### src/rtl/oar_pkg.sv
// ----------------------------------------------------------------------------
// oar_pkg: shared types and constants for the roaming controller
// Mode codes, register indexes, drive speeds and the structs that carry the
// configuration, the tick word and the controller state between modules.
// ----------------------------------------------------------------------------
package oar_pkg;

  typedef enum logic [2:0] {
    MODE_IDLE   = 3'd0,
    MODE_MANUAL = 3'd1,
    MODE_FWD    = 3'd2,
    MODE_TURN   = 3'd3,
    MODE_BACK   = 3'd4,
    MODE_FAULT  = 3'd5
  } oar_mode_e;

  // configuration register indexes
  localparam logic [7:0] REG_STOP_DIST  = 8'd0;
  localparam logic [7:0] REG_SLOW_DIST  = 8'd1;
  localparam logic [7:0] REG_CLEAR_DIST = 8'd2;
  localparam logic [7:0] REG_TURN_TIME  = 8'd3;
  localparam logic [7:0] REG_BACK_TIME  = 8'd4;
  localparam logic [7:0] REG_HOLD_TIME  = 8'd5;
  localparam logic [7:0] REG_MAN_THR    = 8'd6;
  localparam logic [7:0] REG_MAX_ATT    = 8'd7;

  // drive speeds in permille
  localparam logic signed [10:0] FWD_SPEED       = 11'sd600;
  localparam logic signed [10:0] SLOW_SPEED      = 11'sd300;
  localparam logic signed [10:0] SLOW_TURN_SPEED = 11'sd250;
  localparam logic signed [10:0] PIVOT_SPEED     = 11'sd400;
  localparam logic signed [10:0] BACK_SPEED      = 11'sd300;
  localparam logic signed [10:0] DISARM_Y        = -11'sd900;
  localparam logic [10:0]        DISARM_X        = 11'd200;
  localparam logic signed [10:0] DRIVE_MAX       = 11'sd1000;
  localparam logic [15:0]        NO_DIST         = 16'hFFFF;

  typedef struct packed {
    logic [15:0] stop_distance;
    logic [15:0] slow_distance;
    logic [15:0] clear_distance;
    logic [15:0] turn_time;
    logic [15:0] back_time;
    logic [15:0] manual_hold_time;
    logic [9:0]  manual_threshold;
    logic [7:0]  max_turn_attempts;
  } oar_cfg_t;

  typedef struct packed {
    logic [31:0]        now_ms;
    logic               link_online;
    logic               web_manual;
    logic signed [10:0] stick_x;
    logic signed [10:0] stick_y;
    logic               radar_online;
    logic [15:0]        front_mm;
    logic [15:0]        left_mm;
    logic [15:0]        right_mm;
  } oar_tick_t;

  typedef struct packed {
    oar_mode_e   mode;
    logic [31:0] state_start;
    logic [31:0] manual_until;
    logic        armed;
    logic        turn_right;
    logic [7:0]  attempt_count;
  } oar_state_t;

endpackage

### src/rtl/oar_cfg_regs.sv
// ----------------------------------------------------------------------------
// oar_cfg_regs: configuration register file
// Takes indexed writes and holds the distance, timing and threshold settings.
// ----------------------------------------------------------------------------
module oar_cfg_regs
  import oar_pkg::*;
(
  input  logic        clk_i,
  input  logic        rst_ni,
  input  logic        cfg_valid_i,
  output logic        cfg_ready_o,
  input  logic [7:0]  cfg_index_i,
  input  logic [15:0] cfg_data_i,
  output oar_cfg_t    cfg_o
);

  oar_cfg_t cfg_q, cfg_d;

  assign cfg_ready_o = 1'b1;

  always_comb begin
    cfg_d = cfg_q;
    if (cfg_valid_i) begin
      case (cfg_index_i)
        REG_STOP_DIST:  cfg_d.stop_distance     = cfg_data_i;
        REG_SLOW_DIST:  cfg_d.slow_distance     = cfg_data_i;
        REG_CLEAR_DIST: cfg_d.clear_distance    = cfg_data_i;
        REG_TURN_TIME:  cfg_d.turn_time         = cfg_data_i;
        REG_BACK_TIME:  cfg_d.back_time         = cfg_data_i;
        REG_HOLD_TIME:  cfg_d.manual_hold_time  = cfg_data_i;
        REG_MAN_THR:    cfg_d.manual_threshold  = cfg_data_i[9:0];
        REG_MAX_ATT:    cfg_d.max_turn_attempts = cfg_data_i[7:0];
        default:        cfg_d = cfg_q;
      endcase
    end
  end

  always_ff @(posedge clk_i or negedge rst_ni) begin
    if (!rst_ni) begin
      cfg_q.stop_distance     <= 16'd300;
      cfg_q.slow_distance     <= 16'd600;
      cfg_q.clear_distance    <= 16'd500;
      cfg_q.turn_time         <= 16'd600;
      cfg_q.back_time         <= 16'd800;
      cfg_q.manual_hold_time  <= 16'd1500;
      cfg_q.manual_threshold  <= 10'd100;
      cfg_q.max_turn_attempts <= 8'd3;
    end else begin
      cfg_q <= cfg_d;
    end
  end

  assign cfg_o = cfg_q;

endmodule

### src/rtl/oar_tick_logic.sv
// ----------------------------------------------------------------------------
// oar_tick_logic: one control tick of the roaming controller
// From the tick word, the current state and the settings, works out the next
// state and the drive command in one pass of compare and select logic.
// ----------------------------------------------------------------------------
module oar_tick_logic
  import oar_pkg::*;
(
  input  oar_tick_t          tick_i,
  input  oar_state_t         state_i,
  input  oar_cfg_t           cfg_i,
  output oar_state_t         state_o,
  output logic signed [10:0] drive_x_o,
  output logic signed [10:0] drive_y_o
);

  function automatic logic [10:0] abs11(logic signed [10:0] v);
    return v[10] ? 11'(-v) : 11'(v);
  endfunction

  function automatic logic signed [10:0] sat_drive(logic signed [10:0] v);
    if (v > DRIVE_MAX) begin
      return DRIVE_MAX;
    end else if (v < -DRIVE_MAX) begin
      return -DRIVE_MAX;
    end
    return v;
  endfunction

  // 1 = turn right
  function automatic logic pick_turn(logic [15:0] l, logic [15:0] r, logic cur_right);
    if (l == NO_DIST && r == NO_DIST) begin
      return ~cur_right;
    end else if (l == NO_DIST) begin
      return 1'b0;
    end else if (r == NO_DIST) begin
      return 1'b1;
    end
    return r > l;
  endfunction

  logic [10:0] abs_x, abs_y;
  logic        disarm, takeover, hold_run, front_valid, pick;
  logic [31:0] hold_diff, elapsed, hold_end;
  oar_mode_e   work_mode;

  assign abs_x       = abs11(tick_i.stick_x);
  assign abs_y       = abs11(tick_i.stick_y);
  assign disarm      = (tick_i.stick_y <= DISARM_Y) && (abs_x < DISARM_X);
  assign takeover    = (abs_x > {1'b0, cfg_i.manual_threshold}) ||
                       (abs_y > {1'b0, cfg_i.manual_threshold});
  assign hold_diff   = tick_i.now_ms - state_i.manual_until;
  assign hold_run    = (state_i.mode == MODE_MANUAL) && hold_diff[31];
  assign hold_end    = tick_i.now_ms + {16'd0, cfg_i.manual_hold_time};
  assign elapsed     = tick_i.now_ms - state_i.state_start;
  assign front_valid = tick_i.front_mm != NO_DIST;
  assign pick        = pick_turn(tick_i.left_mm, tick_i.right_mm, state_i.turn_right);
  // expired manual hold falls into forward on the same tick
  assign work_mode   = (state_i.mode == MODE_MANUAL) ? MODE_FWD : state_i.mode;

  always_comb begin
    state_o   = state_i;
    drive_x_o = '0;
    drive_y_o = '0;
    if (!tick_i.link_online) begin
      state_o.mode  = MODE_FAULT;
      state_o.armed = 1'b0;
    end else if (tick_i.web_manual) begin
      state_o.armed        = 1'b0;
      state_o.mode         = (tick_i.stick_x != '0 || tick_i.stick_y != '0) ?
                             MODE_MANUAL : MODE_IDLE;
      state_o.manual_until = tick_i.now_ms;
      drive_x_o            = sat_drive(tick_i.stick_x);
      drive_y_o            = sat_drive(tick_i.stick_y);
    end else if (disarm) begin
      state_o.armed = 1'b0;
      state_o.mode  = MODE_IDLE;
    end else if (takeover) begin
      state_o.armed        = 1'b1;
      state_o.mode         = MODE_MANUAL;
      state_o.manual_until = hold_end;
      drive_x_o            = sat_drive(tick_i.stick_x);
      drive_y_o            = sat_drive(tick_i.stick_y);
    end else if (!hold_run) begin
      if (state_i.mode == MODE_MANUAL) begin
        state_o.mode          = MODE_FWD;
        state_o.state_start   = tick_i.now_ms;
        state_o.attempt_count = '0;
      end
      if (!state_i.armed) begin
        state_o.mode = MODE_IDLE;
      end else if (!tick_i.radar_online) begin
        state_o.mode = MODE_FAULT;
      end else begin
        case (work_mode)
          MODE_FWD: begin
            if (front_valid && tick_i.front_mm < cfg_i.stop_distance) begin
              state_o.turn_right    = pick;
              state_o.mode          = MODE_TURN;
              state_o.state_start   = tick_i.now_ms;
              state_o.attempt_count = 8'd1;
            end else if (front_valid && tick_i.front_mm < cfg_i.slow_distance) begin
              drive_y_o = SLOW_SPEED;
              drive_x_o = pick ? SLOW_TURN_SPEED : -SLOW_TURN_SPEED;
            end else begin
              drive_y_o = FWD_SPEED;
            end
          end
          MODE_TURN: begin
            drive_x_o = state_i.turn_right ? PIVOT_SPEED : -PIVOT_SPEED;
            if (elapsed >= {16'd0, cfg_i.turn_time}) begin
              if (!front_valid || tick_i.front_mm > cfg_i.clear_distance) begin
                state_o.mode = MODE_FWD;
              end else if (state_i.attempt_count < cfg_i.max_turn_attempts) begin
                state_o.turn_right    = ~state_i.turn_right;
                state_o.attempt_count = state_i.attempt_count + 8'd1;
              end else begin
                state_o.mode = MODE_BACK;
              end
              state_o.state_start = tick_i.now_ms;
            end
          end
          MODE_BACK: begin
            drive_y_o = -BACK_SPEED;
            drive_x_o = state_i.turn_right ? -SLOW_TURN_SPEED : SLOW_TURN_SPEED;
            if (elapsed >= {16'd0, cfg_i.back_time}) begin
              // retry the pivot the other way
              state_o.turn_right    = ~state_i.turn_right;
              state_o.mode          = MODE_TURN;
              state_o.state_start   = tick_i.now_ms;
              state_o.attempt_count = '0;
            end
          end
          default: begin
            state_o.mode = MODE_IDLE;
          end
        endcase
      end
    end
  end

endmodule

### src/rtl/obstacle_avoid_roam_fsm_unit.sv
// ----------------------------------------------------------------------------
// obstacle_avoid_roam_fsm_unit: roaming controller with obstacle avoidance
// Pipeline: a tick word goes into the input register at acceptance, and the
// tick logic result goes into the result register once that register frees.
// Throughput: one tick word per cycle while the output is not stalled; the
// combinational tick logic and its state register close the word-to-word loop.
// Reset: asynchronous, clears the pipeline valids and the controller state
// (idle, disarmed, turn right) and loads the default settings.
// ----------------------------------------------------------------------------
module obstacle_avoid_roam_fsm_unit
  import oar_pkg::*;
(
  input  logic               clk_i,
  input  logic               rst_ni,
  // settings
  input  logic               cfg_valid_i,
  output logic               cfg_ready_o,
  input  logic [7:0]         cfg_index_i,
  input  logic [15:0]        cfg_data_i,
  // tick words
  input  logic               in_valid_i,
  output logic               in_stall_o,
  input  logic [31:0]        now_ms_i,
  input  logic               link_online_i,
  input  logic               web_manual_i,
  input  logic signed [10:0] stick_x_i,
  input  logic signed [10:0] stick_y_i,
  input  logic               radar_online_i,
  input  logic [15:0]        front_mm_i,
  input  logic [15:0]        left_mm_i,
  input  logic [15:0]        right_mm_i,
  // drive commands
  output logic               out_valid_o,
  input  logic               out_stall_i,
  output logic signed [10:0] drive_x_o,
  output logic signed [10:0] drive_y_o,
  output logic [2:0]         mode_o
);

  oar_cfg_t           cfg;
  oar_tick_t          tick_q;
  oar_state_t         state_q, state_d;
  logic               in_valid_q, out_valid_q, advance;
  logic signed [10:0] drive_x_d, drive_y_d, drive_x_q, drive_y_q;
  oar_mode_e          mode_q;

  oar_cfg_regs u_cfg (
    .clk_i       (clk_i),
    .rst_ni      (rst_ni),
    .cfg_valid_i (cfg_valid_i),
    .cfg_ready_o (cfg_ready_o),
    .cfg_index_i (cfg_index_i),
    .cfg_data_i  (cfg_data_i),
    .cfg_o       (cfg)
  );

  oar_tick_logic u_tick (
    .tick_i    (tick_q),
    .state_i   (state_q),
    .cfg_i     (cfg),
    .state_o   (state_d),
    .drive_x_o (drive_x_d),
    .drive_y_o (drive_y_d)
  );

  // the result register frees when empty or taken this cycle
  assign advance    = !out_valid_q || !out_stall_i;
  assign in_stall_o = in_valid_q && !advance;

  always_ff @(posedge clk_i or negedge rst_ni) begin
    if (!rst_ni) begin
      in_valid_q             <= 1'b0;
      out_valid_q            <= 1'b0;
      state_q.mode           <= MODE_IDLE;
      state_q.state_start    <= '0;
      state_q.manual_until   <= '0;
      state_q.armed          <= 1'b0;
      state_q.turn_right     <= 1'b1;
      state_q.attempt_count  <= '0;
    end else begin
      if (!in_stall_o) begin
        in_valid_q <= in_valid_i;
      end
      if (advance) begin
        out_valid_q <= in_valid_q;
      end
      if (in_valid_q && advance) begin
        state_q <= state_d;
      end
    end
  end

  always_ff @(posedge clk_i) begin
    if (in_valid_i && !in_stall_o) begin
      tick_q.now_ms       <= now_ms_i;
      tick_q.link_online  <= link_online_i;
      tick_q.web_manual   <= web_manual_i;
      tick_q.stick_x      <= stick_x_i;
      tick_q.stick_y      <= stick_y_i;
      tick_q.radar_online <= radar_online_i;
      tick_q.front_mm     <= front_mm_i;
      tick_q.left_mm      <= left_mm_i;
      tick_q.right_mm     <= right_mm_i;
    end
    if (in_valid_q && advance) begin
      drive_x_q <= drive_x_d;
      drive_y_q <= drive_y_d;
      mode_q    <= state_d.mode;
    end
  end

  assign out_valid_o = out_valid_q;
  assign drive_x_o   = drive_x_q;
  assign drive_y_o   = drive_y_q;
  assign mode_o      = mode_q;

  // input side stalls only behind a blocked result
  a_stall_cause: assert property (@(posedge clk_i) disable iff (!rst_ni)
    in_stall_o |-> (in_valid_q && out_valid_o && out_stall_i))
    else $error("input stalled without a blocked result");

  // a disarmed controller never sits in an autonomous mode
  a_disarmed_mode: assert property (@(posedge clk_i) disable iff (!rst_ni)
    !state_q.armed |-> (state_q.mode == MODE_IDLE || state_q.mode == MODE_MANUAL ||
                        state_q.mode == MODE_FAULT))
    else $error("autonomous mode while disarmed");

  // fault always commands a stop
  a_fault_stop: assert property (@(posedge clk_i) disable iff (!rst_ni)
    (out_valid_o && mode_o == MODE_FAULT) |-> (drive_x_o == '0 && drive_y_o == '0))
    else $error("nonzero drive in fault");

  // drive commands stay within full scale
  a_drive_range: assert property (@(posedge clk_i) disable iff (!rst_ni)
    out_valid_o |-> (drive_x_o <= DRIVE_MAX && drive_x_o >= -DRIVE_MAX &&
                     drive_y_o <= DRIVE_MAX && drive_y_o >= -DRIVE_MAX))
    else $error("drive command out of range");

endmodule
### config.mk
export PLATFORM = sky130hd
export DESIGN_NAME = obstacle_avoid_roam_fsm_unit
export DESIGN_NICKNAME = d
export VERILOG_FILES = /design/src/rtl/oar_pkg.sv /design/src/rtl/oar_cfg_regs.sv /design/src/rtl/oar_tick_logic.sv /design/src/rtl/obstacle_avoid_roam_fsm_unit.sv
export SDC_FILE = /design/constraint.sdc
export NUM_CORES = 1
export LEC_CHECK = 0
export BUFFER_PORTS_ARGS = -buffer_cell sky130_fd_sc_hd__buf_2
export CAP_MARGIN = 30
export CORE_AREA = 4 4 188 190
export CTS_BUF_LIST = sky130_fd_sc_hd__clkbuf_8
export DETAILED_ROUTE_END_ITERATION = 10
export DIE_AREA = 0 0 192 194
export PLACE_DENSITY = 0.79
export SYNTH_ARGS = -nofsm -noshare
export SYNTH_HDL_FRONTEND = slang
export SYNTH_SLANG_ARGS = --single-unit
### constraint.sdc
create_clock -name clk_i -period 4.5 [get_ports clk_i]
set_clock_uncertainty 0.1 [all_clocks]
set_input_delay 0.45 -clock clk_i [delete_from_list [all_inputs] [get_ports clk_i]]
set_output_delay 0.45 -clock clk_i [all_outputs]
set_load 0.01 [all_outputs]
==> summary by stage, run 1 <==
STA
The portion of the clock cycle consumed by the worst path in the final layout is roughly 97%. The upper clock frequency limit is 229.1 MHz. The max-slew violation count is 0. The final-report setup violation count is 0. Setup repair after global routing could not meet its margin everywhere.

The final setup TNS is 0 ns. Measured against its own limit, the worst slew margin works out to 33.27%. The count of endpoints failing hold in the final timing report came to 0. Hold is met by 0.08168 ns. The slew at the pin closest to its max-slew limit is 0.9979 ns. The minimum clock period after layout is 4.365 ns.

Logic synthesis
The area fraction of the dominant cell type after synthesis is 19.94%. After synthesis, the mean cell area works out to ~10 sq um. Of the synthesized area, sequential elements account for 43.97%.

The biggest area contributor in the post-synthesis netlist is dfrtp_1. The count of flip-flops with a built-in enable after synthesis is 130. Synthesis produced a netlist with a net count of 2329. Counting every instance in the synthesized netlist gives ~2000. In this run, distinct cell masters in the synthesized netlist total 89. After synthesis the netlist holds a flip-flop and latch count of ~320.

In the synthesized netlist the async set-or-reset flop fraction comes to 59.75%. For this run, the leading register cell type out of synthesis is dfrtp_1. The combined area of all synthesized cells is around 0.02 sq mm. After synthesis, the cell types taking the most area are dfrtp_1 20%, edfxtp_1 20%, ha_1 13%, dfstp_2 4.5%, o21ai_0 3.9%.

Yosys printed 0 warnings.

Clock tree
The later pin in the worst-skew pair is clocked with a latency of 0.63 ns. The clock-pin slew of the registers on the worst-case setup and hold paths is roughly 0.06 ns. The level count of the clock H-tree is 2. The maximum root-to-sink buffer count is 3. Clock tree synthesis selected as its root buffer the cell clkbuf_8. CTS saw 323 sinks. TritonCTS built the clock tree. Buffers inserted during clock tree synthesis total 55.

Detailed routing
The total length of routed wires is between 50000 and 60000 um. The number of DRC markers in iteration 0 is 1050. The final antenna-violating net count is 0.

After detailed routing, the number of vias per cell comes to 5.778. The first detailed-routing pass ran for 6 iterations. After detailed routing, the number of remaining DRC violations is 0.

The average wire per cell in the routed design is 18.79 um. The number of vias in the routed layout is 16180.

Setup path
The worst setup path is launched from a flop. The worst register-to-register path has a depth of 20. The worst setup path is of the reg2reg kind. The data required time at the worst endpoint is 4.90 ns. The worst path arrival time is 4.77 ns. STA classifies the critical path endpoint as a flop. The largest fanout on the critical path is 8.

Die
The floorplan step set the die width to 192 um. The floorplan has 67 rows. The core area is 0.03345 sq mm. The die covers 0.03725 sq mm. The I/O pin total is 162. The starting density of the core is 59.67%. The height of the die is 194 um.

GRT
For met2 alone, demand over resource in global routing was 46.39%. The aggregate global routing overflow is 0. The fraction of met3 tracks used by global routing is 4.501%. The met1 layer usage reported by global route is ~37%.

The global-route wire length before repair is 83400 um. The number of antenna violations at the first check in global routing was 1. Entering global routing, the biggest net connects 112 pins. The aggregate global-route resource usage is between 20% and 30%.

The via count of the first global-routing pass is 16260. The most used routing layer is met2.

Placed design
The instance area after placement is 0.02141 sq mm. The total of buffers placed on input and output ports is 160. Counting tap cells, the placed design contains a total of 2574 instances. The wire-length estimate of the detail-placed layout is 36820 um. The placer congestion estimate is 0.9271.

Final layout
In the final layout, the multi-input gates occupy ~0.010 sq mm. After filler insertion, the fill cell instance count of the layout stands at 2431. After the last flow step, the layout net total stands at between 2000 and 3000.

The area added between synthesis and finish is 20.29%. The final antenna diode count is 0. The sequential cell area is 0.008776 sq mm. Of the cells placed in the final design, the portion with a size suffix greater than 1 is 20.49%. Once layout is complete, the cells apart from fillers number 2800. After routing the design area is 0.02401 sq mm.

Hold path
The worst hold path was traced through 3 stages. The type of the worst min-delay path is in2reg.

Pwr
The worst vdd rail ir drop is 0.2399 mV. In this run the power density over the cells is 381.9 mW/mm^2. The static power due to leakage is 10.93 nW. The design draws 9.168 mW.

Run
The max-cap violation count is 0.

Status
The flow ran to the end, and the final reports show no timing, DRC or antenna violations.
-- where the power goes --
| group | internal [mW] | switching (mW) | total (mW) |
|---|---|---|---|
| Combinational | 1.16 | 1.50 | 2.66 |
| Clock | 1.65 | 1.23 | 2.88 |
| Sequential | 3.41 | 0.211 | 3.62 |
-- placed cells by master (no fill, tap or decap), drive strengths merged, types with 11 or more instances in the layout --
cell | netlist | final
o21a | 18 | 18
and2 | 12 | 12
a21oi | 118 | 118
ha | 201 | 201
edfxtp | 130 | 130
nor2b | 19 | 19
nor3 | 37 | 37
nand4 | 50 | 50
dlygate4sd3 | 0 | 109
inv | 200 | 216
nand2 | 191 | 191
dfstp | 34 | 34
xor2 | 21 | 21
nand3 | 38 | 38
o211ai | 14 | 14
nor2 | 105 | 105
buf | 13 | 209
xnor2 | 46 | 46
and3 | 12 | 12
dfrtp | 159 | 159
nand2b | 26 | 26
or2 | 11 | 11
o21ai | 163 | 163
clkbuf | 51 | 74
mux2 | 86 | 86
a21o | 64 | 64
a211oi | 14 | 14
or3 | 14 | 14
a31oi | 11 | 11
-- synthesized netlist by cell type (11+ instances only) --
cell / n
and3_1: 12
or3_1: 12
a31oi_1: 11
edfxtp_1: 130
nor2b_1: 19
o211ai_1: 13
nand3_1: 37
a21oi_1: 113
xor2_1: 21
a211oi_1: 11
nand2_1: 191
o21a_1: 17
o21ai_0: 154
nor2_1: 105
dfrtp_1: 159
mux2_2: 58
mux2_4: 28
clkbuf_1: 51
and2_1: 11
xnor2_1: 46
ha_1: 201
inv_1: 200
a21o_1: 64
dfstp_2: 34
nor3_1: 35
nand2b_1: 26
nand4_1: 50
-- state kept, by name, summed over array words and instances, names as in the netlist --
register,count
drive_x_o,11
drive_y_o,11
in_valid_q,1
mode_o,3
out_valid_o,1
state_q,77
tick_q,105
u_cfg.cfg_o,114
-- layer usage --
| layer | share of wire, % | vias up | routed length [um] |
|---|---|---|---|
| met1 | 42 | 7720 | 22230 |
| met3 | 6.5 | 105 | 3409 |
| li1 | - | 7770 | - |
| met4 | 2.8 | 0 | 1486 |
| met2 | 48 | 583 | 25500 |
| met5 | 0 | - | 0 |
-- critical path, cell delays in order, from the launching register on --
cell	delay (ns)
dfrtp_1	0.40
inv_2	0.07
ha_4	0.20
a21o_1	0.18
or3_4	0.35
o21a_1	0.20
a21o_1	0.19
a21oi_2	0.16
xnor2_2	0.14
ha_1	0.27
a21o_1	0.19
a21o_1	0.18
a21oi_2	0.13
o21ai_1	0.06
nor3_1	0.25
nand4_1	0.18
a22oi_2	0.26
o22ai_4	0.10
buf_12	0.15
clkbuf_16	0.18
mux2_4	0.30
-- path summary, 6_finish.rpt --
path,slack (ns),to,from
max in group asynchronous,2.86,u_cfg.cfg_o[98]$_DFFE_PN0P_,rst_ni
min reg2reg,0.39,out_valid_o$_DFFE_PN0N_,in_valid_q$_DFFE_PN0N_
max,0.13,state_q[45]$_DFFE_PN0P_,state_q[46]$_DFFE_PN0P_
max reg2reg,0.13,state_q[45]$_DFFE_PN0P_,state_q[46]$_DFFE_PN0P_
min in group asynchronous,0.33,out_valid_o$_DFFE_PN0N_,rst_ni
min,0.08,u_cfg.cfg_o[72]$_DFFE_PN1P_,cfg_data_i[6]
-- per-stage QoR --
stage,utilization (%),setup WS [ns]
6_report,71.78,0.1348
5_1_grt,71.78,-0.1096
4_1_cts,70.93,0.08668
3_5_place_dp,64.01,0.1088
3_3_place_gp,64.01,0.1806
2_1_floorplan,-,0.4347
-- cell families after synthesis --
kind of cell | count (synthesis) | share of synthesized area, %
adders and majority gates | 203 | 12.80
muxes | 94 | 5.780
buffers and inverters | 264 | 5.153
and+or+nand+nor | 555 | 13.74
DFF | 323 | 43.97
AOI/OAI and AO/OA | 485 | 15.59
other | 1 | 0.01879
xor gates and xnor gates | 67 | 2.940
-- area by class of cell --
type | count | share of cell area [%]
clock buffers | 71 | 4.070
multi-input cells | 1405 | 42.88
clock inverters | 32 | 1.032
flip-flops and latches | 323 | 36.55
well taps | 448 | 2.335
inverters | 200 | 3.127
repair buffers | 321 | 10.00
-- repair_timing --
action                                  4_1_cts  5_1_grt
endpoints found under the setup margin        0       51
resized for setup                             0       28
setup buffers                                 0       11
endpoints found under the hold margin       183        0
hold buffers                                109        0
(Power assumes the default switching activity.)
==> inputs of run 2 (changes only) <==
--- a/config.mk
+++ b/config.mk
@@ -7,11 +7,12 @@
 export LEC_CHECK = 0
 export BUFFER_PORTS_ARGS = -buffer_cell sky130_fd_sc_hd__buf_2
 export CAP_MARGIN = 30
-export CORE_AREA = 4 4 188 190
+export CORE_AREA = 3 3 187 189
 export CTS_BUF_LIST = sky130_fd_sc_hd__clkbuf_8
 export DETAILED_ROUTE_END_ITERATION = 10
-export DIE_AREA = 0 0 192 194
-export PLACE_DENSITY = 0.79
+export DIE_AREA = 0 0 190 192
+export PLACE_DENSITY = 0.9
+export SLEW_MARGIN = 40
 export SYNTH_ARGS = -nofsm -noshare
 export SYNTH_HDL_FRONTEND = slang
 export SYNTH_SLANG_ARGS = --single-unit
==> run 2 against run 1 <==
Against the previous run:
- routed wire length rose by 6.8%
- count of clock-buffer cells in the layout fell by 7
- via count up 5.1%
- worst setup slack lost 0.12 ns
- worst hold slack worse by 0.035 ns
- flip-flop and latch count unchanged
- fmax shrank 2.7%
- combinational power grew 4%
- sequential power barely moved
- largest cell class unchanged
- highest routed layer unchanged
==> summary by stage, run 2 (synthesis gave the netlist of run 1 again) <==
Status
The flow ran to the end, and the final reports show no timing, DRC or antenna violations.

Die
The core area was 0.03345 sq mm (unchanged). The starting density of the core is 59.67% (unchanged). The standard-cell row count is 67 (unchanged). The height of the die is 192 um (-1.0%).

The area of the die is 0.03648 sq mm (-2.1%). The width of the die was 190 um (-1.0%). The I/O pin total is 162 (unchanged).

Clock tree
The level count of the clock H-tree came to 2 (unchanged). The clock-pin slew of the registers on the worst-case setup and hold paths is 0.06 ns (about the same). The maximum root-to-sink buffer count is 3 (unchanged). The number of buffers created by CTS came to 54 (-1.8%). The clock latency reported for the late side of the worst-skew pair is 0.66 ns (+0.03 ns). TritonCTS built the clock tree. The number of clock sinks seen by CTS is 323 (unchanged). In this run the clock root is driven by a clkbuf_8.

Placed design
The worst setup slack before clock tree synthesis is -0.01734 ns (-0.1261 ns). The number of placed cells counting well taps is 2573 (-0.039%). The total of buffers placed on input and output ports is 160 (unchanged). The instance area after placement is 0.02141 sq mm (about the same). The placer congestion estimate was 0.9136 (-1.5%). The half-perimeter wire length after placement is 37630 um (+2.2%).

Hold path
The type of the worst min-delay path is in2reg.

GRT
The most used routing layer is met2. The via count of the first global-routing pass came to 17090 (+5.1%). The global-route wire length before repair is 87310 um (+4.7%). The fraction of met3 tracks used by global routing is 5.932% (+1.4 points). The met2 layer usage reported by global route is 51.54% (+5.1 points). The aggregate global-route resource usage is 29.87% (+2.2 points).

The number of antenna violations at the first check in global routing was 1 (unchanged). The maximum number of pins on one net before global-route repair was 114 (+1.8%). The met1 layer usage reported by global route is 36.93% (+0.21 points). The aggregate global routing overflow was 0 (unchanged).

Final layout
The library cell used most frequently in the layout, excluding fill and tap cells, is inv_1. The utilization after layout is 71.79% (about the same). The flip-flop count of the largest register, all copies and words added is 114 (unchanged). The final standard cell area without fillers was 0.02401 sq mm (about the same). The final cell count without fillers is 2802 (+0.071%). Leaving out fill and tap cells, the most frequent cells in the layout are 215 x inv_1, 192 x ha_1, 189 x nand2_1. The area added between synthesis and finish is 20.32% (about the same). The layout net count is 2647 (+0.15%). The share of layout cells above drive strength 1 was 20.87% (+0.37 points).

STA
The upper clock frequency limit is 222.9 MHz (-2.7%). The headroom to the max-slew limit is 43.19% (+9.9 points). The minimum clock period after layout came to 4.486 ns (+0.1212 ns).

The final-report setup violation count is 0 (unchanged). The max-slew violation count is 0 (unchanged). The final worst slack was 0.01364 ns (-0.1212 ns). The portion of the clock cycle consumed by the worst path in the final layout is 99.70% (+2.7 points). Setup repair after global routing could not meet its margin everywhere. The slew at the pin closest to its max-slew limit came to 0.8432 ns (-0.1547 ns).

The count of endpoints failing hold in the final timing report is 0 (unchanged).

Pwr
The overall power of the completed layout was 9.065 mW (-1.1%). The worst vdd rail ir drop came to 0.3999 mV (+67%). The power density of the placed cells came to 377.5 mW/mm^2 (-1.1%). The static power due to leakage is 10.93 nW (about the same).

Setup path
The number of buffers and inverters on the critical path came to 3 (unchanged). The slowest cell on the critical path is or3_4. The cell repeated most along the worst path is a21o_1.

The largest fanout on the critical path came to 8 (unchanged). The worst path arrival time is 4.91 ns (+0.14 ns). STA classifies the critical path endpoint as a flop.

The type of the worst setup path is reg2reg. The data required time at the worst endpoint is 4.93 ns (+0.03 ns). The kind of cell with the highest combined delay on the critical path is compound AO/OA/AOI/OAI gates. Walking the worst path, the cells encountered are inv_1 > ha_1 > a21o_1 > or3_4 > o21a_1 > a21o_1 > a21oi_2 > xnor2_2 > ha_1 > a21o_1 > a21o_1 > a21oi_2 > o21ai_2 > nor3_2 > nand4_1 > a22oi_2 > o22ai_4 > buf_6 > clkbuf_16 > mux2_4. The critical path startpoint category is a flop. The largest stage delay on the critical path is 0.43 ns (+0.03 ns).

Detailed routing
The number of DRC markers in iteration 0 was 1534 (+46%). The total length of routed wires is 56200 um (+6.8%). The final antenna-violating net count is 0 (unchanged). The average wire per cell in the routed design is 20.06 um (+6.7%).

The iteration count of the initial detailed-routing pass is 6 (unchanged). The mean number of vias per cell was 6.070 (+5.1%). The number of vias in the routed layout is 17010 (+5.1%). The number of remaining DRC errors is 0 (unchanged).

Run
The max-cap violation count came to 0 (unchanged).
[run 2: cell type report]
cell class	instances	area [sq um]
diodes	1	2.502
clock buffers	64	880.8
clock inverters	35	209.0
fillers	2190	9435
inverters	200	750.7
multi-input cells	1405	10370
flip-flops and latches	323	8776
well taps	448	560.5
repair buffers	326	2462
[run 2: layer usage]
| metal | vias up | part of all wire [%] |
|---|---|---|
| li1 | 7776 | - |
| met1 | 8120 | 39 |
| met2 | 905 | 48 |
| met3 | 207 | 8.2 |
| met4 | 0 | 4.3 |
| met5 | - | 0 |
[run 2: path summary, 6_finish.rpt]
path,cells after the start,end,slack [ns],from
setup / recovery,20,state_q[45]$_DFFE_PN0P_,0.01,state_q[46]$_DFFE_PN0P_
hold / removal,3,u_cfg.cfg_o[101]$_DFFE_PN1P_,0.05,cfg_data_i[3]
setup reg to reg,20,state_q[45]$_DFFE_PN0P_,0.01,state_q[46]$_DFFE_PN0P_
hold reg to reg,1,out_valid_o$_DFFE_PN0N_,0.39,in_valid_q$_DFFE_PN0N_
max in group asynchronous,3,u_cfg.cfg_o[25]$_DFFE_PN1P_,3.11,rst_ni
min in group asynchronous,2,in_valid_q$_DFFE_PN0N_,0.25,rst_ni
[run 2: stage by stage]
stage / hold slack [ns] / TNS, ns
floorplan: 0.05441 / 0
global placement: 0.3614 / 0
detailed placement: 0.3758 / -0.01734
CTS: 0.005025 / 0
global route: 0.04531 / -3.295
finish: 0.04689 / 0
[run 2: timing repair]
action                     CTS  global route
pin swaps                    0            32
hold endpoints to repair   193             0
setup endpoints to repair    2            46
gates cloned                 0             2
setup buffers                0            17
hold buffers               110             0
resized for setup            1            47
[run 2: worst min-delay path: cells and delay by family]
| family | cells | cell delay [ns] |
|---|---|---|
| buf+inv | 1 | 0.19 |
| simple gates | 1 | 0.08 |
| compound gates | 1 | 0.07 |
[run 2: report_power, final]
part	switching, mW	internal [mW]
sequential	0.228	3.41
clock	1.25	1.41
combinational	1.57	1.19
total	3.05	6.01
